<file path="src/sv/bfi_pkg.sv">
// ----------------------------------------------------------------------------
// bfi_pkg
// Shared types, sizes and codes of the binned field interpolator.
// ----------------------------------------------------------------------------
package bfi_pkg;

	localparam int LAYERS  = 128;
	localparam int BINS    = 128;
	localparam int TABLES  = 2 * LAYERS;
	localparam int TIX_W   = $clog2(TABLES);
	localparam int SAMPLES = TABLES * BINS;
	localparam int SADDR_W = $clog2(SAMPLES);
	localparam int BIN_W   = $clog2(BINS);

	localparam int FIELD_W = 24;
	localparam int COORD_W = 24;
	localparam int GEO_W   = 23;
	localparam int LAYER_W = 7;
	localparam int IDX_W   = 7;

	localparam int QUEUE_DEPTH = 4;

	localparam int CFG_IDX_W  = 1;
	localparam int CFG_DATA_W = 24;
	localparam logic [CFG_IDX_W-1:0] REG_UNIFORM_MODE  = 1'd0;
	localparam logic [CFG_IDX_W-1:0] REG_UNIFORM_FIELD = 1'd1;
	localparam logic signed [FIELD_W-1:0] UNIFORM_FIELD_RST = 24'sd262144;

	typedef enum logic [1:0] {
		CMD_SAMPLE = 2'd0,
		CMD_GEO    = 2'd1,
		CMD_LOOKUP = 2'd2
	} cmd_t;

	typedef enum logic [1:0] {
		KIND_SAMPLE,
		KIND_GEO,
		KIND_LOOKUP,
		KIND_CONST
	} kind_t;

	typedef struct packed {
		cmd_t                        command;
		logic [LAYER_W-1:0]          layer;
		logic                        table_select;
		logic [IDX_W-1:0]            bin_index;
		logic signed [FIELD_W-1:0]   sample_value;
		logic signed [COORD_W-1:0]   coordinate;
		logic [GEO_W-1:0]            table_origin;
		logic [GEO_W-1:0]            bin_width;
	} bfi_in_t;

	typedef struct packed {
		logic signed [FIELD_W-1:0] field_value;
		logic                      out_of_range;
	} bfi_out_t;

	typedef struct packed {
		logic                      uniform_mode;
		logic signed [FIELD_W-1:0] uniform_field;
	} bfi_cfg_t;

	// classified transaction as queued between front and back
	typedef struct packed {
		kind_t              kind;
		logic [TIX_W-1:0]   tix;
		logic [IDX_W-1:0]   wbin;
		logic [FIELD_W-1:0] val;
		logic               oor;
		logic [GEO_W-1:0]   org;
		logic [GEO_W-1:0]   wid;
	} bfi_op_t;

endpackage

</file>
<file path="src/sv/bfi_front.sv">
// ----------------------------------------------------------------------------
// bfi_front
// Classifies an incoming transaction into a table write, a lookup or a
// fixed result, and drops what has no effect.
// ----------------------------------------------------------------------------
module bfi_front (
	input  bfi_pkg::bfi_in_t  req,
	input  bfi_pkg::bfi_cfg_t cfg,
	output logic              keep,
	output bfi_pkg::bfi_op_t  op
);
	import bfi_pkg::*;

	logic               layer_ok;
	logic               bin_ok;
	logic [COORD_W-1:0] mag;

	always_comb begin
		layer_ok = 32'(req.layer) < LAYERS;
		bin_ok   = 32'(req.bin_index) < BINS;
		mag      = req.coordinate[COORD_W-1] ? (~req.coordinate + COORD_W'(1)) : req.coordinate;

		op.kind = KIND_CONST;
		op.tix  = TIX_W'({req.layer, req.table_select});
		op.wbin = req.bin_index;
		op.val  = '0;
		op.oor  = 1'b0;
		op.org  = req.table_origin;
		op.wid  = req.bin_width;
		keep    = 1'b0;

		unique case (req.command)
			CMD_SAMPLE: begin
				op.kind = KIND_SAMPLE;
				op.val  = req.sample_value;
				keep    = layer_ok && bin_ok;
			end
			CMD_GEO: begin
				op.kind = KIND_GEO;
				keep    = layer_ok;
			end
			CMD_LOOKUP: begin
				keep = 1'b1;
				if (cfg.uniform_mode) begin
					op.val = cfg.uniform_field;
				end else if (!layer_ok) begin
					op.oor = 1'b1;
				end else begin
					op.kind = KIND_LOOKUP;
					op.val  = mag;
				end
			end
			default: keep = 1'b0;
		endcase
	end

endmodule

</file>
<file path="config.mk">
export PLATFORM = sky130hd
export DESIGN_NAME = bfi_front
export DESIGN_NICKNAME = d
export VERILOG_FILES = /design/src/sv/bfi_pkg.sv /design/src/sv/bfi_front.sv
export SDC_FILE = /design/constraint.sdc
export NUM_CORES = 1
export LEC_CHECK = 0
export BUFFER_PORTS_ARGS = -buffer_cell sky130_fd_sc_hd__buf_2
export CORE_AREA = 3 3 87 89
export DETAILED_ROUTE_END_ITERATION = 12
export DIE_AREA = 0 0 90 92
export PLACE_DENSITY = 0.79
export SLEW_MARGIN = 20
export SYNTH_ARGS = -nofsm -noshare
export SYNTH_HDL_FRONTEND = slang
export SYNTH_SLANG_ARGS = --single-unit
</file>
<file path="constraint.sdc">
create_clock -name vclk -period 2.65
set_clock_uncertainty 0.15 [all_clocks]
set_input_delay 0.3975 -clock vclk [all_inputs]
set_output_delay 0.3975 -clock vclk [all_outputs]
set_load 0.03 [all_outputs]
</file>
== Yosys cells after proc, flatten, opt, wreduce, memory -nomap -nowiden ==
Cells that the tools add are included.
Word-level totals
  output and inout port bits: 89
  register bits after elaboration: 0
  word-level logic and storage cells: 12
  input port bits: 136
Operators by class
  reduce and logical (&&, ||, !) cells: 2
  $add $sub $neg: 1
  bitwise logic cells: 1
  muxes and demuxes: 6
  equality and inequality tests: 2
Operators with widths (number)
  $mux W24: 2
  $pmux W24 S2: 1
  $add A24 B2 Y24 const B: 1
  $not A24 Y24: 1
  $pmux W2 S3: 1
  $reduce_or A3 Y1: 1
  $eq A2 B1 Y1 const B: 1
  $eq A2 B2 Y1 const B: 1
  $logic_not A2 Y1: 1
  $mux W1: 2

== Logic depth before layout (Yosys ltp) ==
  depth in word-level cells: 5
  depth in mapped cells: 7
  depth with buffers taken out: 6

== Least setup slack after synthesis ==
Ideal clock, no wire load.
  path kind: input to output
  from: in req[46] (netlist bit)
  to: out op[69] (netlist bit)
  path slack: -0.495 ns
  cell stages on the path: 7
  buffers on the path: 1
  arrival time: 2.598 ns
  cell sequence: inv_1 ha_1 or4b_1 buf_2 o41a_1 o31a_1 o32ai_1
RTL lines
  start, declared: RTL line bfi_front.sv:7  | input bfi_pkg::bfi_in_t req,
  end, declared: RTL line bfi_front.sv:10  | output bfi_pkg::bfi_op_t op

==> out/qor.yml <==
drtIter0Drc: 160
fin_cells: 429
clock_buffers: 0
status: "finished, violations left"
postCtsSetupBuffers: 0
cp-end-kind: "output port"
finish.utilization_pct: 34.1
start_kind: "input port"
critical-path-top-delay-family: "compound AO/OA/AOI/OAI gates"
leakagePower_uw: 0.00106
crit_type: "in2out"
cts_hold_buf: 0
switchingPower_uw: 230
violations: "setup timing"
antenna_cells: 0
critPathArrivalTime_ns: 2.25
wire_per_inst_um: 16.9
fin_ws_ns: -0.147
synth_top_cell_by_area: "buf_4"
vias: 2296
netlist_top_cells_area: "buf_4 25%, a21oi_1 4.5%, nand2b_1 4.0%"
power_density_nw_per_um2: 171
die_h_um: 92
post_dp_cell_area_sq_um: 2180
slowest_stage: "or4b_4"
seqCellArea_sq_um: 0
stdcell_area_sq_um: 2330
ir_worst_vdd_v: 0.0000598
syn_avg_cell_area_sq_um: 6.73
grt_pass1_vias: 2197
synth_top_area_share_pct: 24.7
syn_to_final_growth_pct: 23.6
pre_cts_slack_ns: -0.247
gp_congestion: 0.869
vias_per_cell: 5.35
rsz0062_at_grt: "true"
layout-drive-gt1-share_pct: 47.7
start_util_pct: 27.6
grt_pass1_wl_um: 11400
cap_violations: 0
dieWidth_um: 90
maxSlewViolCount: 0
required_ns: 2.10
antenna_found_initial: 1
seqPwrFrac_pct: 0
critPathBufInv: 3
ant_nets: 0
nets: 472
wl_um: 7270
p_sw_share_pct: 57.7
hold_viol_final: 0
grt.total_usage_pct: 16.1
comb_power_share_pct: 100.0
overflow: 0
grt_max_degree: 40
clock_power_share_pct: 0
dr.pass1.iters: 4
dp.cells: 429
min_path_type: "in2out"
yosys-top-cells-count: "62 x buf_4, 17 x a21oi_1, 14 x clkbuf_1, 14 x nand3_1, 14 x nor2_1"
n_sequential_cell: 0
p_int_uw: 169
finalCriticalPeriod_ns: 2.80
synthDistinctLibCells: 60
io_buffers: 102
crit_fanout: 4
die_area_sq_um: 8280
num_rows: 30
finalSetupViolCount: 1
seq_area_frac_synth_pct: 0
drc: 0
synthCells: 280
clock.fmax_mhz: 358
ios: 225
fin_crit_sh_pct: 106
crit_chain: "buf_8 -> inv_4 -> ha_4 -> or4b_4 -> o41a_1 -> o31a_1 -> o32ai_2 -> buf_4"
hpwl_um: 5720
synth.most_common_cell: "buf_4"
synth_nets: 417
syn_area_sq_um: 1880
core-area_sq_um: 6830
yosysWarnings: 0
critical_path.max_stage_delay_ns: 0.47
fill_cells: 734
==> power groups by stage <==
| stage | registers (uW) | logic [uW] | clock network (uW) |
|---|---|---|---|
| 2_1_floorplan | 0 | 396 | 0 |
| 3_3_place_gp | 0 | 366 | 0 |
| 3_5_place_dp | 0 | 371 | 0 |
| 4_1_cts | 0 | 390 | 0 |
| 5_1_grt | 0 | 430 | 0 |
| 6_report | 0 | 398 | 0 |
==> area by class of cell <==
cell class	count	area, sq um	share of cell area (%)
multi-input combinational	190	1350	58.1
timing repair buffer	138	833	35.8
tap	96	120	5.16
inverter	5	23.8	1.02
==> cell families after synthesis <==
group	share of synthesized area, %
XOR/XNOR	3.72
AND/OR/NAND/NOR	33.9
multiplexers	2.12
AO/OA/AOI/OAI	25.2
adder cells (fa/ha/maj)	0.664
buffers and inverters	34.2
other	0.199
==> layer usage <==
| layer | vias up | track usage [%] | wire length [um] | share of wire (%) |
|---|---|---|---|---|
| met5 | - | 0 | 7 | 0.096 |
| met2 | 119 | 28.5 | 3530 | 49 |
| met1 | 1079 | 19.8 | 2910 | 40 |
| met4 | 2 | 3.32 | 124 | 1.7 |
| met3 | 18 | 4.02 | 697 | 9.6 |
| li1 | 1078 | - | - | - |
==> per-stage QoR <==
| stage | power, uW | TNS [ns] | hold WS [ns] |
|---|---|---|---|
| after floorplan | 396 | -0.208 | 0.777 |
| after global placement | 366 | -0.665 | 0.645 |
| after detailed placement | 371 | -1.02 | 0.645 |
| after CTS | 390 | -0.190 | 0.645 |
| after global routing | 430 | -0.235 | 0.645 |
| final | 398 | -0.147 | 0.645 |
==> cells in the final DEF, fill, tap and decap left out, types with 4 or more instances in the layout <==
master    instances
buf_6             6
nand3_1          14
nor2b_1           7
xnor2_1           4
nor3_1            8
o21ai_0          11
nor2_1           14
nand2b_1         12
mux2i_1           4
a21oi_1          17
a31oi_1           4
nand2_1           7
buf_2            93
buf_4            37
nand4_1           5
nor4_1            7
nor3b_1           7
==> final timing paths <==
| path | start | endpoint | slack [ns] | depth (start not counted) |
|---|---|---|---|---|
| max | req[46] | op[69] | -0.15 | 8 |
| min | req[27] | op[27] | 0.65 | 0 |
==> timing repair <==
| item | 4_1_cts | 5_1_grt |
|---|---|---|
| pin swaps | 3 | 7 |
| gates resized for setup | 23 | 11 |
| setup endpoints to repair | 8 | 10 |
Note: power is estimated with default switching activity, not from simulation.
