$ cat config.mk
export PLATFORM = sky130hd
export DESIGN_NAME = bfi_queue
export DESIGN_NICKNAME = d
export VERILOG_FILES = /design/src/sv/bfi_pkg.sv /design/src/sv/bfi_queue.sv
export SDC_FILE = /design/constraint.sdc
export NUM_CORES = 1
export LEC_CHECK = 0
export ABC_AREA = 1
export BUFFER_PORTS_ARGS = -buffer_cell sky130_fd_sc_hd__buf_2
export CORE_MARGIN = 2
export CORE_UTILIZATION = 60
export CTS_BUF_LIST = sky130_fd_sc_hd__clkbuf_4 sky130_fd_sc_hd__clkbuf_8
export DETAILED_ROUTE_END_ITERATION = 10
export PLACE_DENSITY_LB_ADDON = 0.15
export SLEW_MARGIN = 20
export SYNTH_ARGS = -nofsm -noshare
export SYNTH_HDL_FRONTEND = slang
export SYNTH_SLANG_ARGS = --single-unit
$ cat constraint.sdc
create_clock -name clk -period 6.2 [get_ports clk]
set_input_delay 0.93 -clock clk [delete_from_list [all_inputs] [get_ports clk]]
set_output_delay 0.93 -clock clk [all_outputs]
set_load 0.02 [all_outputs]
$ cat src/sv/bfi_pkg.sv
// ----------------------------------------------------------------------------
// bfi_pkg
// Shared types, sizes and codes of the binned field interpolator.
// ----------------------------------------------------------------------------
package bfi_pkg;

	localparam int LAYERS  = 128;
	localparam int BINS    = 128;
	localparam int TABLES  = 2 * LAYERS;
	localparam int TIX_W   = $clog2(TABLES);
	localparam int SAMPLES = TABLES * BINS;
	localparam int SADDR_W = $clog2(SAMPLES);
	localparam int BIN_W   = $clog2(BINS);

	localparam int FIELD_W = 24;
	localparam int COORD_W = 24;
	localparam int GEO_W   = 23;
	localparam int LAYER_W = 7;
	localparam int IDX_W   = 7;

	localparam int QUEUE_DEPTH = 4;

	localparam int CFG_IDX_W  = 1;
	localparam int CFG_DATA_W = 24;
	localparam logic [CFG_IDX_W-1:0] REG_UNIFORM_MODE  = 1'd0;
	localparam logic [CFG_IDX_W-1:0] REG_UNIFORM_FIELD = 1'd1;
	localparam logic signed [FIELD_W-1:0] UNIFORM_FIELD_RST = 24'sd262144;

	typedef enum logic [1:0] {
		CMD_SAMPLE = 2'd0,
		CMD_GEO    = 2'd1,
		CMD_LOOKUP = 2'd2
	} cmd_t;

	typedef enum logic [1:0] {
		KIND_SAMPLE,
		KIND_GEO,
		KIND_LOOKUP,
		KIND_CONST
	} kind_t;

	typedef struct packed {
		cmd_t                        command;
		logic [LAYER_W-1:0]          layer;
		logic                        table_select;
		logic [IDX_W-1:0]            bin_index;
		logic signed [FIELD_W-1:0]   sample_value;
		logic signed [COORD_W-1:0]   coordinate;
		logic [GEO_W-1:0]            table_origin;
		logic [GEO_W-1:0]            bin_width;
	} bfi_in_t;

	typedef struct packed {
		logic signed [FIELD_W-1:0] field_value;
		logic                      out_of_range;
	} bfi_out_t;

	typedef struct packed {
		logic                      uniform_mode;
		logic signed [FIELD_W-1:0] uniform_field;
	} bfi_cfg_t;

	// classified transaction as queued between front and back
	typedef struct packed {
		kind_t              kind;
		logic [TIX_W-1:0]   tix;
		logic [IDX_W-1:0]   wbin;
		logic [FIELD_W-1:0] val;
		logic               oor;
		logic [GEO_W-1:0]   org;
		logic [GEO_W-1:0]   wid;
	} bfi_op_t;

endpackage

$ cat src/sv/bfi_queue.sv
// ----------------------------------------------------------------------------
// bfi_queue
// Short register FIFO between the front and the back.
// ----------------------------------------------------------------------------
module bfi_queue (
	input  logic             clk,
	input  logic             arst_n,
	input  logic             push,
	input  bfi_pkg::bfi_op_t din,
	input  logic             pop,
	output bfi_pkg::bfi_op_t dout,
	output logic             full,
	output logic             empty
);
	import bfi_pkg::*;

	localparam int PTR_W = $clog2(QUEUE_DEPTH);
	localparam int CNT_W = $clog2(QUEUE_DEPTH + 1);

	bfi_op_t          store_q [QUEUE_DEPTH];
	logic [PTR_W-1:0] wr_q;
	logic [PTR_W-1:0] rd_q;
	logic [CNT_W-1:0] cnt_q;

	always_ff @(posedge clk) begin
		if (push) begin
			store_q[wr_q] <= din;
		end
	end

	always_ff @(posedge clk or negedge arst_n) begin
		if (!arst_n) begin
			wr_q  <= '0;
			rd_q  <= '0;
			cnt_q <= '0;
		end else begin
			if (push) begin
				wr_q <= (32'(wr_q) == QUEUE_DEPTH - 1) ? '0 : wr_q + PTR_W'(1);
			end
			if (pop) begin
				rd_q <= (32'(rd_q) == QUEUE_DEPTH - 1) ? '0 : rd_q + PTR_W'(1);
			end
			cnt_q <= cnt_q + CNT_W'(push) - CNT_W'(pop);
		end
	end

	assign dout  = store_q[rd_q];
	assign full  = 32'(cnt_q) == QUEUE_DEPTH;
	assign empty = cnt_q == '0;

endmodule

* After elaboration in Yosys (flattened, before gate mapping) *
Memories as Yosys holds them, arrays and structs flattened.
Index checks and enable logic that the tools add are counted.

storage, ports and cells
  bits in writable memories = 352
  output and inout port bits = 90
  memories kept = 1
  register bits = 7
  logic and storage cells = 16

memories
  name     depth  width  rd ports  clocked after memory_dff  wr ports  RTL line         RTL
  store_q  4      88     1         0                         1         bfi_queue.sv:20  bfi_op_t store_q [QUEUE_DEPTH];

operators by class
  multiplexer cells = 4
  reductions and logical operators = 1
  add/subtract/negate cells = 4
  equality and inequality tests = 3

operator list
  cell                                                           number
  2-bit by 1-bit adder with 2-bit output, second input constant  2
  2-bit == test, second input constant                           2
  2-bit 2-to-1 mux                                               2
  3-bit by 1-bit adder with 3-bit output                         1
  3-bit == test, second input constant                           1
  3-bit logical NOT                                              1
  3-bit by 1-bit subtractor with 3-bit output                    1
  1-bit 2-to-1 mux                                               2

* Longest topological paths before layout *
Gate-level depths: netlist of the first run.

  depth after elaboration = 2
  mapped depth = 7
  gate-level depth less buffers = 7

* Least setup slack after synthesis of the first run *
OpenSTA, ideal clock, no wires.

  path kind = input port to flip-flop
  start point = input push
  end point = memory store_q[3][0] (netlist bit) (enable)
  stages on the path = 2
  setup time = 0.442 ns
  required time = 5.758 ns
  arrival time = 2.669 ns
  path slack = 3.090 ns
  path through = nand2_1 inv_1

between the ends
  word-level cells in the longest chain between the ends = 2

RTL lines
  element                                 RTL line         RTL
  start, declared                         bfi_queue.sv:8   input logic push,
  1-bit 2-to-1 mux                        bfi_queue.sv:26  if (push) begin
  1-bit 2-to-1 mux (implied by the code)  bfi_queue.sv:27  store_q[wr_q] <= din;
  end, declared                           bfi_queue.sv:20

No other way between the ends.

==> summary.txt, run 1 <==
Timing
  • Setup_tns: 0 ps
  • Fin. Hold Viols: 0
  • Clock skew: 38.1 ps
  • RSZ-0062 raised after global routing: false
  • Fin. max-slew vios: 0
  • Slew at the pin closest to its max-slew limit: approximately 1100 ps
  • Fmax: roughly 230 MHz
  • Final cycle utilization of the critical path: between 60% and 70%
  • Period minus WS final: roughly 4300 ps
  • Setup violators final: 0
  • Rel. slew slack: between 20% and 30%

Clock network
  • Hold_buf cts: 0
  • Worst-path clk slew: 60 ps
  • TritonCTS clock tree: done
  • Sinks on Clock Net: between 300 and 400
  • CTS resizes: 0
  • Clk root buf: clkbuf_8
  • Worst-Skew Late Latency: approximately 570 ps
  • Setup bufs post-CTS: 0
  • Clock buffer depth: 3
  • CTS buffer count: 55
  • H-tree depth: 2

Synthesis
  • Post-synthesis cell area: roughly 15,000 µm²
  • #FFs+latches synth: 359
  • Synth area leaders: edfxtp_1, nand2_1, inv_1, nand3_1, dfrtp_1
  • Number of flops mapped to enable cells by yosys: approximately 350
  • Yosys warnings: 0
  • Ys async rst share: 1.95%
  • Synth top cells by count: nand2_1, inv_1, edfxtp_1
  • Top cell type's share of synthesized area: 69.3%
  • Syn Inst Count: between 1k and 1.5k
  • Distinct cells, synth: 18
  • Most used standard cell by instance count after synthesis: nand2_1
  • Syn nets: between 1.5k and 2k
  • Post-synth top flop: edfxtp_1
  • Sequential fraction of the synthesis area: 70.4%
  • Syn_area_per_cell: 10.7 µm²
  • Post-synth top area cell: edfxtp_1

Placed design
  • Detailed Place HPWL: ~16 mm
  • Routability Congestion: approximately 0.72
  • IO buf count: between 150 and 200

Power
  • Worst IR Drop VDD: 0.380 mV
  • Pwr per Cell Area: roughly 450 nW/µm²
  • Power, Total: 0.00775 W
  • P_leak: a little over 8 nW

Worst setup path
  • Critical path launch point type: flop
  • Setup crit end kind: output port
  • CP Class: reg2out
  • R2r setup slk: about 3800 ps
  • Critical path peak fanout: about 140
  • Cell Chain, Critical Path: inv_6 -> buf_4 -> nand2_1 -> nand3_1 -> nand2_1 -> buf_2
  • CP max stage delay: 880 ps
  • Req. time, crit path: around 5300 ps
  • Critical path arrival: between 3000 and 4000 ps
  • Top cell by count, worst path: nand2_1
  • R2R depth: 5
  • Crit-path slowest cell: inv_6

Finish
  • Final core occ: between 60 and 70%
  • Final #Nets: 1,716
  • Fillers: roughly 1.9k
  • Area grow syn2layout: 13.4%
  • Share of cells above drive strength 1: around 17%

GRT
  • First-pass GRT wire length: roughly 46 mm
  • Vias in the first global route: a little over 9k
  • Global Route Usage Sum: approximately 22%
  • Largest net degree at the start of global routing: ~140
  • Congestion Overflow GR: 0
  • Initial antenna violation count: 7

Floorplanning
  • Boundary Pins: roughly 180
  • CORE AREA: ~25,000 µm²
  • Initial Util: 60.9%
  • Die width: 163 µm
  • Chip Height: about 160 µm
  • DIE AREA: between 20,000 and 30,000 µm²
  • Row count: just under 60

Detailed routing
  • Vias/cell: 4.84
  • Via count: ~9.6k
  • Router iterations before antenna repair: 6
  • Routed WL per cell: roughly 15 µm
  • Final ANT Viol Nets: 0
  • Initial DRC count: between 600 and 700
  • WL final: 29.5 mm
  • Final routed DRC violation total: 0

Outcome
  • Status: completed

Run
  • Max-cap viol count: 0

Hold path
  • Worst min path class: in2async
==> routing by layer <==
metal  up-vias  routed length, µm  track usage, %
met2       259              14600            37.9
met3        55               1990            5.05
met4         6                602            7.50
li1       4846                  -               -
met5         -                 41               0
met1      4469              12300            28.2
==> cell families (layout without fill, tap and decap cells) <==
logic type               after synthesis  count (layout)  share of synthesized area, %
AND/OR/NAND/NOR                      635             635                          17.1
adder cells (fa/ha/maj)                8               8                         0.705
AO/OA/AOI/OAI                          4               4                         0.131
buffers and inverters                423             651                          11.6
other                                  0               4                             0
flip-flops                           359             359                          70.4
==> layout by cell type, fill, tap and decap left out, drive strengths merged, types with 7 or more instances in the layout <==
cell / instances
clkbuf: 66
buf: 188
edfxtp: 352
clkinv: 29
ha: 7
nand2: 453
inv: 365
dfrtp: 7
nand3: 177
==> registers in the layout (all words and copies together) (netlist names) <==
name,cells
store_q,352
rd_q,2
wr_q,2
cnt_q,3
==> final timing paths <==
path                            startpoint              to
worst max-delay path               rd_q[0]        dout[45]
worst min-delay path                arst_n         wr_q[1]
worst max register to register     wr_q[0]  store_q[2][55]
worst min register to register    cnt_q[2]        cnt_q[2]
max in group asynchronous           arst_n         rd_q[1]
min in group clk                   din[77]  store_q[0][77]
==> area by class of cell <==
class,instances,area (µm²),share of cell area (%)
repair buffers,188,958,5.54
clock inverters,32,189,1.09
diodes,4,10.0,0.0578
clock buffers,66,852,4.92
well taps,330,413,2.39
multi-input cells,647,2740,15.8
flip-flops and latches,359,10800,62.1
inverters,365,1390,8.03
==> report_power, final <==
| group | total [W] | switching, W | internal [W] |
|---|---|---|---|
| logic | 0.00259 | 0.00185 | 0.000739 |
| clock network | 0.00184 | 0.000854 | 0.000988 |
| registers | 0.00332 | 0.000209 | 0.00312 |
| total | 0.00775 | 0.00291 | 0.00484 |
==> stage by stage <==
| step | cell area [µm²] | instances | hold WS (ps) | worst slack, ps |
|---|---|---|---|---|
| finish | 17300 | 1991 | 181 | 1930 |
| CTS | 17300 | 1987 | 167 | 1850 |
| detailed placement | 16200 | 1889 | 578 | 2460 |
| floorplan | 15300 | 1429 | 539 | 3090 |
| global placement | 16200 | 1889 | 553 | 2530 |
| global route | 17300 | 1989 | 174 | 1670 |
==> critical path: cells and delay by family (launching register included) <==
family,cells,cell delay [ps]
buffers and inverters,3,1580
DFF,1,830
and+or+nand+nor,3,280
No activity file was read; power rests on OpenSTA's default activity.
==> run 2: changes to the inputs <==
--- a/config.mk
+++ b/config.mk
@@ -5,10 +5,10 @@
 export SDC_FILE = /design/constraint.sdc
 export NUM_CORES = 1
 export LEC_CHECK = 0
-export ABC_AREA = 1
+export ABC_AREA = 0
 export BUFFER_PORTS_ARGS = -buffer_cell sky130_fd_sc_hd__buf_2
 export CORE_MARGIN = 2
-export CORE_UTILIZATION = 60
+export CORE_UTILIZATION = 53
 export CTS_BUF_LIST = sky130_fd_sc_hd__clkbuf_4 sky130_fd_sc_hd__clkbuf_8
 export DETAILED_ROUTE_END_ITERATION = 10
 export PLACE_DENSITY_LB_ADDON = 0.15
==> constraint.sdc (replaced) <==
create_clock -name clk -period 3.65 [get_ports clk]
set_input_delay 0.5475 -clock clk [delete_from_list [all_inputs] [get_ports clk]]
set_output_delay 0.5475 -clock clk [all_outputs]
set_load 0.02 [all_outputs]
==> run 2 against run 1 <==
  * Wire length decreased by 21%
  * Count of clock-buffer cells in the layout increased by 5
  * Synthesized area decreased by 13%
  * Power increased by 60%
  * Largest cell class unchanged
  * Clock power increased by 66%
  * Flip-flop and latch count unchanged
  * Register-to-register slack got worse by 2200 ps
  * Critical path depth decreased by 3
  * First-iteration DRC count decreased by 43%
  * Non-clock buffer count increased by 2
  * Sequential power increased by 69%
  * Sequential share of layout area increased by 7.3 points
==> summary.txt, run 2 <==
Outcome
  • Status: completed (unchanged)

GRT
  • Initial antenna violation count: 4 (was 7)
  • First-pass GRT wire length: 36.2 mm (was 45.7 mm)
  • Largest net degree at the start of global routing: 53 (was 138)
  • Global Route Usage Sum: 18.4% (was 22.2%)
  • Vias in the first global route: 6,648 (was 9,199)
  • Congestion Overflow GR: 0 (unchanged)

Synthesis
  • Synth area leaders: edfxtp_1, mux4_2, dfrtp_1, buf_12, ha_1 (was edfxtp_1, nand2_1, inv_1, nand3_1, dfrtp_1)
  • Number of flops mapped to enable cells by yosys: 352 (unchanged)
  • Syn_area_per_cell: 26.6 µm² (was 10.7 µm²)
  • Post-synth top area cell: edfxtp_1 (unchanged)
  • Sequential fraction of the synthesis area: 81.4% (was 70.4%)
  • Post-synth top flop: edfxtp_1 (unchanged)
  • Top cell type's share of synthesized area: 80.1% (was 69.3%)
  • Distinct cells, synth: 20 (was 18)
  • Ys async rst share: 1.95% (unchanged)
  • Post-synthesis cell area: 13,200 µm² (was 15,300 µm²)
  • Yosys warnings: 0 (unchanged)
  • Syn Inst Count: 496 (was 1,429)
  • #FFs+latches synth: 359 (unchanged)
  • Synth top cells by count: edfxtp_1, mux4_2, buf_12, buf_2 (was nand2_1, inv_1, edfxtp_1)
  • Syn nets: 596 (was 1,529)
  • Most used standard cell by instance count after synthesis: edfxtp_1 (was nand2_1)

Finish
  • Top reg by flops: store_q (unchanged)
  • Most common cell after layout, fill and taps aside: edfxtp_1 (was nand2_1)
  • Largest registers: store_q: 352 flops, cnt_q: 3 flops (unchanged)
  • Fin cells: 1,091 (was 1,991)
  • Share of cells above drive strength 1: 48.0% (was 16.6%)
  • Area grow syn2layout: 17.3% (was 13.4%)
  • Most frequent cells in the layout: edfxtp_1, buf_2, mux4_2 (was nand2_1, inv_1, edfxtp_1)
  • Final #Nets: 823 (was 1,716)
  • Number of flip-flops in the largest register: 352 (unchanged)

Worst setup path
  • Req. time, crit path: 3100 ps (was 5270 ps)
  • Crit path from: rd_q[0] (unchanged)
  • Critical path peak fanout: 27 (was 137)
  • Critical path launch point type: flop (unchanged)
  • CP Class: reg2out (unchanged)
  • Critical path arrival: 2440 ps (was 3340 ps)
  • Reg2reg start: wr_q[0] (unchanged)
  • Setup crit end kind: output port (unchanged)

Timing
  • Setup violators final: 0 (unchanged)
  • Setup_tns: 0 ps (unchanged)
  • Rel. slew slack: 51.2% (was 28.2%)
  • Fin. Hold Viols: 0 (unchanged)
  • Final cycle utilization of the critical path: 81.8%
  • Slew at the pin closest to its max-slew limit: 732 ps (was 1080 ps)
  • Period minus WS final: around 3000 ps
  • RSZ-0062 raised after global routing: false (unchanged)
  • Worst hold slack: 192 ps (was 181 ps)
  • Fmax: 335 MHz
  • Clock skew: 18.3 ps (was 38.1 ps)
  • Setup ws final: 664 ps (was 1930 ps)
  • Fin. max-slew vios: 0 (unchanged)

Floorplanning
  • Die width: 162 µm (was 163 µm)
  • Row count: 57 (was 58)
  • Initial Util: 54.1% (was 60.9%)
  • DIE AREA: 26,200 µm² (was 26,700 µm²)
  • Chip Height: 162 µm (was 163 µm)
  • Boundary Pins: 182 (unchanged)
  • CORE AREA: 24,400 µm² (was 25,000 µm²)

Clock network
  • Clock buffer depth: 3 (unchanged)
  • CTS resizes: 0 (unchanged)
  • H-tree depth: 2 (unchanged)
  • Clk root buf: clkbuf_8 (unchanged)
  • Worst-path clk slew: 60 ps (about the same)
  • Sinks on Clock Net: 359 (unchanged)
  • TritonCTS clock tree: done (unchanged)
  • Worst-Skew Late Latency: 560 ps (was 570 ps)
  • CTS buffer count: 55 (unchanged)

Detailed routing
  • Via count: 5,929 (was 9,635)
  • Initial DRC count: 355 (was 628)
  • Final routed DRC violation total: 0 (unchanged)
  • Top layer in use: met5 (unchanged)
  • Final ANT Viol Nets: 0 (unchanged)
  • Met2 routed WL: 11.7 mm (was 14.6 mm)
  • Router iterations before antenna repair: 5 (was 6)
  • M1 wire length: 9.37 mm (was 12.3 mm)
  • WL final: 23.4 mm (was 29.5 mm)
  • Met3 wire length: 1.77 mm (was 1.99 mm)
  • Routed WL per cell: 21.5 µm (was 14.8 µm)
  • Vias/cell: 5.43 (was 4.84)

Hold path
  • Hold Crit Start: din[27]
  • Worst min path class: in2reg (was in2async)

Placed design
  • IO buf count: 181 (unchanged)
  • Cells after DPL: 989 (was 1,889)
  • Detailed Place HPWL: 13.8 mm (was 16.2 mm)
  • Routability Congestion: 0.738 (was 0.721)
  • Dpl ws: 1170 ps (was 2460 ps)

Power
  • Pwr per Cell Area: 803 nW/µm² (was 448 nW/µm²)
  • P_leak: 5.34 nW (was 8.16 nW)
  • Worst IR Drop VDD: 0.471 mV (was 0.380 mV)

Run
  • Max-cap viol count: 0 (unchanged)
==> run 2: cells by family after synthesis <==
logic type	after synthesis	share of synthesized area, %
AND/OR/NAND/NOR	9	0.398
adder cells (fa/ha/maj)	8	0.815
AO/OA/AOI/OAI	2	0.0758
flip-flops	359	81.4
multiplexers	90	15.2
XOR/XNOR	2	0.133
buffers and inverters	26	2.00
==> run 2: area by class of cell <==
| cell class | count | area (µm²) |
|---|---|---|
| repair buffers | 190 | 1060 |
| inverters | 6 | 22.5 |
| fillers | 1704 | 8910 |
| multi-input cells | 111 | 2200 |
| well taps | 324 | 405 |
| diodes | 3 | 7.51 |
| clock buffers | 71 | 890 |
| clock inverters | 27 | 139 |
| flip-flops and latches | 359 | 10800 |
==> run 2: per-stage QoR <==
| step | power [W] | instance area, µm² | utilization [%] |
|---|---|---|---|
| floorplan | 0.00848 | 13200 | - |
| global placement | 0.00947 | 14400 | 59.2 |
| detailed placement | 0.00954 | 14400 | 59.2 |
| CTS | 0.0126 | 15500 | 63.4 |
| global route | 0.0130 | 15500 | 63.5 |
| finish | 0.0124 | 15500 | 63.5 |
==> run 2: path summary, 6_finish.rpt <==
check                                  to  slack, ps  depth (start not counted)
setup / recovery                 dout[69]        660                          3
min in group asynchronous         rd_q[1]        370                          2
hold / removal             store_q[0][27]        190                          1
hold reg to reg                  cnt_q[2]        610                          2
max in group asynchronous         rd_q[0]       3090                          2
setup reg to reg           store_q[0][33]       1600                          4
==> run 2: worst max-delay path: stages (launching register included) <==
cell and delay [ps]:
dfrtp_4 790, buf_4 370, mux4_2 540, buf_2 180
==> run 2: layer usage <==
| layer | vias to the layer above | global-route usage [%] |
|---|---|---|
| met5 | - | 0 |
| li1 | 2596 | - |
| met4 | 2 | 6.84 |
| met3 | 50 | 5.72 |
| met2 | 192 | 30.4 |
| met1 | 3089 | 23.2 |
==> run 2: timing repair <==
action / in CTS / in global routing
buffers inserted: 0 / 0
hold buffers: 1 / 0
hold endpoints to repair: 7 / 0
==> run 2: report_power, final <==
part	leakage [nW]	switching (W)	internal [W]
Clock	0.550	0.00140	0.00165
Sequential	3.31	0.000327	0.00529
Combinational	1.47	0.00214	0.00161
==> run 3: changes to the inputs <==
==> constraint.sdc (replaced) <==
create_clock -name clk -period 2.5 [get_ports clk]
set_input_delay 0.375 -clock clk [delete_from_list [all_inputs] [get_ports clk]]
set_output_delay 0.375 -clock clk [all_outputs]
set_load 0.02 [all_outputs]
==> run 3 against run 2 <==
  * Critical path depth up 1
  * Utilization is 3.4 points higher
  * Non-clock buffer count rose by 58
  * Clock skew up 2.9 ps
  * Design area is 5.3% higher
  * Die area unchanged
  * Sequential share of layout area down 3.5 points
  * Wire length rose by 8.7%
  * Critical path type unchanged
  * Largest cell class unchanged
  * Largest power group unchanged
  * Highest routed layer is now met4
==> summary.txt, run 3 (synthesis results as in run 2) <==
Outcome
  • Status: completed (unchanged)

Worst setup path
  • Crit path from: rd_q[0] (unchanged)
  • Reg2reg start: wr_q[1] (was wr_q[0])
  • Setup crit end kind: output port (unchanged)
  • Critical path arrival: 2060 ps (was 2440 ps)
  • Crit-path slowest cell: mux4_2 (was dfrtp_4)
  • Critical path launch point type: flop (unchanged)
  • Req. time, crit path: 2120 ps (was 3100 ps)
  • Critical path peak fanout: 14 (was 27)
  • Cell Chain, Critical Path: buf_12 -> clkbuf_16 -> mux4_2 -> buf_2 (was buf_4 -> mux4_2 -> buf_2)
  • CP Class: reg2out (unchanged)
  • CP max stage delay: 500 ps (was 790 ps)

Placed design
  • IO buf count: 181 (unchanged)
  • Detailed Place HPWL: 14.2 mm (was 13.8 mm)
  • Routability Congestion: 0.729 (was 0.738)

Detailed routing
  • Final ANT Viol Nets: 0 (unchanged)
  • Final routed DRC violation total: 0 (unchanged)
  • Via count: 6,198 (was 5,929)
  • WL final: 25.5 mm (was 23.4 mm)
  • Router iterations before antenna repair: 4 (was 5)
  • Initial DRC count: 402 (was 355)
  • Vias/cell: 5.39 (was 5.43)
  • Routed WL per cell: 22.1 µm (was 21.5 µm)

Timing
  • Worst hold slack: 39.4 ps (was 192 ps)
  • Slew at the pin closest to its max-slew limit: 532 ps (was 732 ps)
  • Clock skew: 21.1 ps (was 18.3 ps)
  • Period minus WS final: about 2400 ps
  • Fin. max-slew vios: 0 (unchanged)
  • RSZ-0062 raised after global routing: true (was false)
  • Fin. Hold Viols: 0 (unchanged)
  • Setup_tns: 0 ps (unchanged)
  • Final cycle utilization of the critical path: ~100%
  • Fmax: 411 MHz
  • Setup violators final: 0 (unchanged)
  • Rel. slew slack: 64.5% (was 51.2%)

GRT
  • Initial antenna violation count: 1 (was 4)
  • First-pass GRT wire length: 38.0 mm (was 36.2 mm)
  • Global Route Usage Sum: 19.2% (was 18.4%)
  • Largest net degree at the start of global routing: 36 (was 53)
  • Vias in the first global route: 6,718 (was 6,648)
  • Congestion Overflow GR: 0 (unchanged)

Power
  • P_leak: 5.71 nW (was 5.34 nW)
  • Switching portion of total power: 31.0% (was 31.2%)
  • Pwr per Cell Area: 1170 nW/µm² (was 803 nW/µm²)
  • Combinational Power Share: 33.6% (was 30.2%)
  • Clock Power Share: 24.6% (about the same)
  • Worst IR Drop VDD: 1.03 mV (was 0.471 mV)
  • NetSw: 0.00594 W (was 0.00387 W)
  • Internal power: 0.0132 W (was 0.00855 W)
  • Sequential power share: 41.8% (was 45.2%)

Clock network
  • TritonCTS clock tree: done (unchanged)
  • Worst-path clk slew: 50 ps (was 60 ps)
  • Sinks on Clock Net: 359 (unchanged)
  • H-tree depth: 2 (unchanged)
  • Clock buffer depth: 3 (unchanged)
  • CTS buffer count: 56 (was 55)
  • Clk root buf: clkbuf_8 (unchanged)
  • Worst-Skew Late Latency: 560 ps (about the same)

Finish
  • Number of flip-flops in the largest register: 352 (unchanged)
  • Area occupied by multi-input gates: 2200 µm² (unchanged)
  • Register area: 10,800 µm² (unchanged)
  • Final #Nets: 882 (was 823)
  • Most common cell after layout, fill and taps aside: edfxtp_1 (unchanged)
  • Area grow syn2layout: 23.6% (was 17.3%)
  • Share of cells above drive strength 1: 47.7% (was 48.0%)
  • Fillers: 1,606 (was 1,704)
  • Most frequent cells in the layout: edfxtp_1, buf_2, mux4_2 (unchanged)
  • Top reg by flops: store_q (unchanged)
  • Largest registers: store_q: 352 flops, cnt_q: 3 flops (unchanged)

Floorplanning
  • DIE AREA: 26,200 µm² (unchanged)
  • Row count: 57 (unchanged)
  • CORE AREA: 24,400 µm² (unchanged)
  • Die width: 162 µm (unchanged)
  • Chip Height: 162 µm (unchanged)
  • Boundary Pins: 182 (unchanged)
  • Initial Util: 54.1% (unchanged)

Hold path
  • Hold Crit Start: din[11] (was din[27])
  • Worst min path class: in2reg (unchanged)

Run
  • Max-cap viol count: 0 (unchanged)
run 3: what timing repair did:
action                                 CTS  global route
gates resized for setup                 17             0
setup endpoints to repair               62            88
endpoints found under the hold margin  155             0
hold buffers                            43             0
setup buffers                            1             3
gates cloned                             1             5
pin swaps                                0             0
run 3: power by group through the flow:
stage	Sequential, W	Clock, W	Combinational, W
floorplan	0.00800	0	0.00434
detailed placement	0.00818	0	0.00591
CTS	0.00804	0.00483	0.00625
global placement	0.00811	0	0.00585
finish	0.00801	0.00472	0.00643
global route	0.00808	0.00510	0.00685
run 3: critical path, delay by kind of cell (launching register included):
family | cells | cell delay [ps]
buf+inv | 3 | 550
mux | 1 | 500
flops | 1 | 430
run 3: per-stage QoR:
stage | util (%) | power [W] | cell area, µm² | instances | setup slack, ps
3_5_place_dp | 59.6 | 0.0141 | 14500 | 995 | 443
3_3_place_gp | 59.6 | 0.0140 | 14500 | 995 | 454
6_report | 66.9 | 0.0192 | 16300 | 1150 | 67.9
4_1_cts | 66.3 | 0.0191 | 16200 | 1140 | -70.0
2_1_floorplan | - | 0.0123 | 13200 | 496 | 352
5_1_grt | 66.9 | 0.0200 | 16300 | 1149 | -15.6
run 3: area by class of cell:
| cell class | instances | area share (%) |
|---|---|---|
| multi-input combinational | 111 | 13.5 |
| sequential | 359 | 65.9 |
| tap | 324 | 2.49 |
| antenna | 2 | 0.0307 |
| clock inverter | 15 | 0.545 |
| clock buffer | 85 | 6.10 |
| timing repair buffer | 248 | 11.3 |
| inverter | 6 | 0.138 |
run 3: worst paths after layout:
kind                                  end  slack [ps]  cells after the start
max                              dout[32]          70                      4
min                        store_q[0][11]          40                      1
max reg2reg                store_q[1][33]         710                      4
min reg2reg                      cnt_q[2]         620                      2
max in group asynchronous         rd_q[0]        2110                      2
min in group asynchronous        cnt_q[0]         200                      2
run 3: metal layers:
layer,GRT usage (%),part of all wire (%)
met3,4.42,6.0
met5,0,0
met2,33.1,51
met1,25.2,42
met4,4.91,1.6
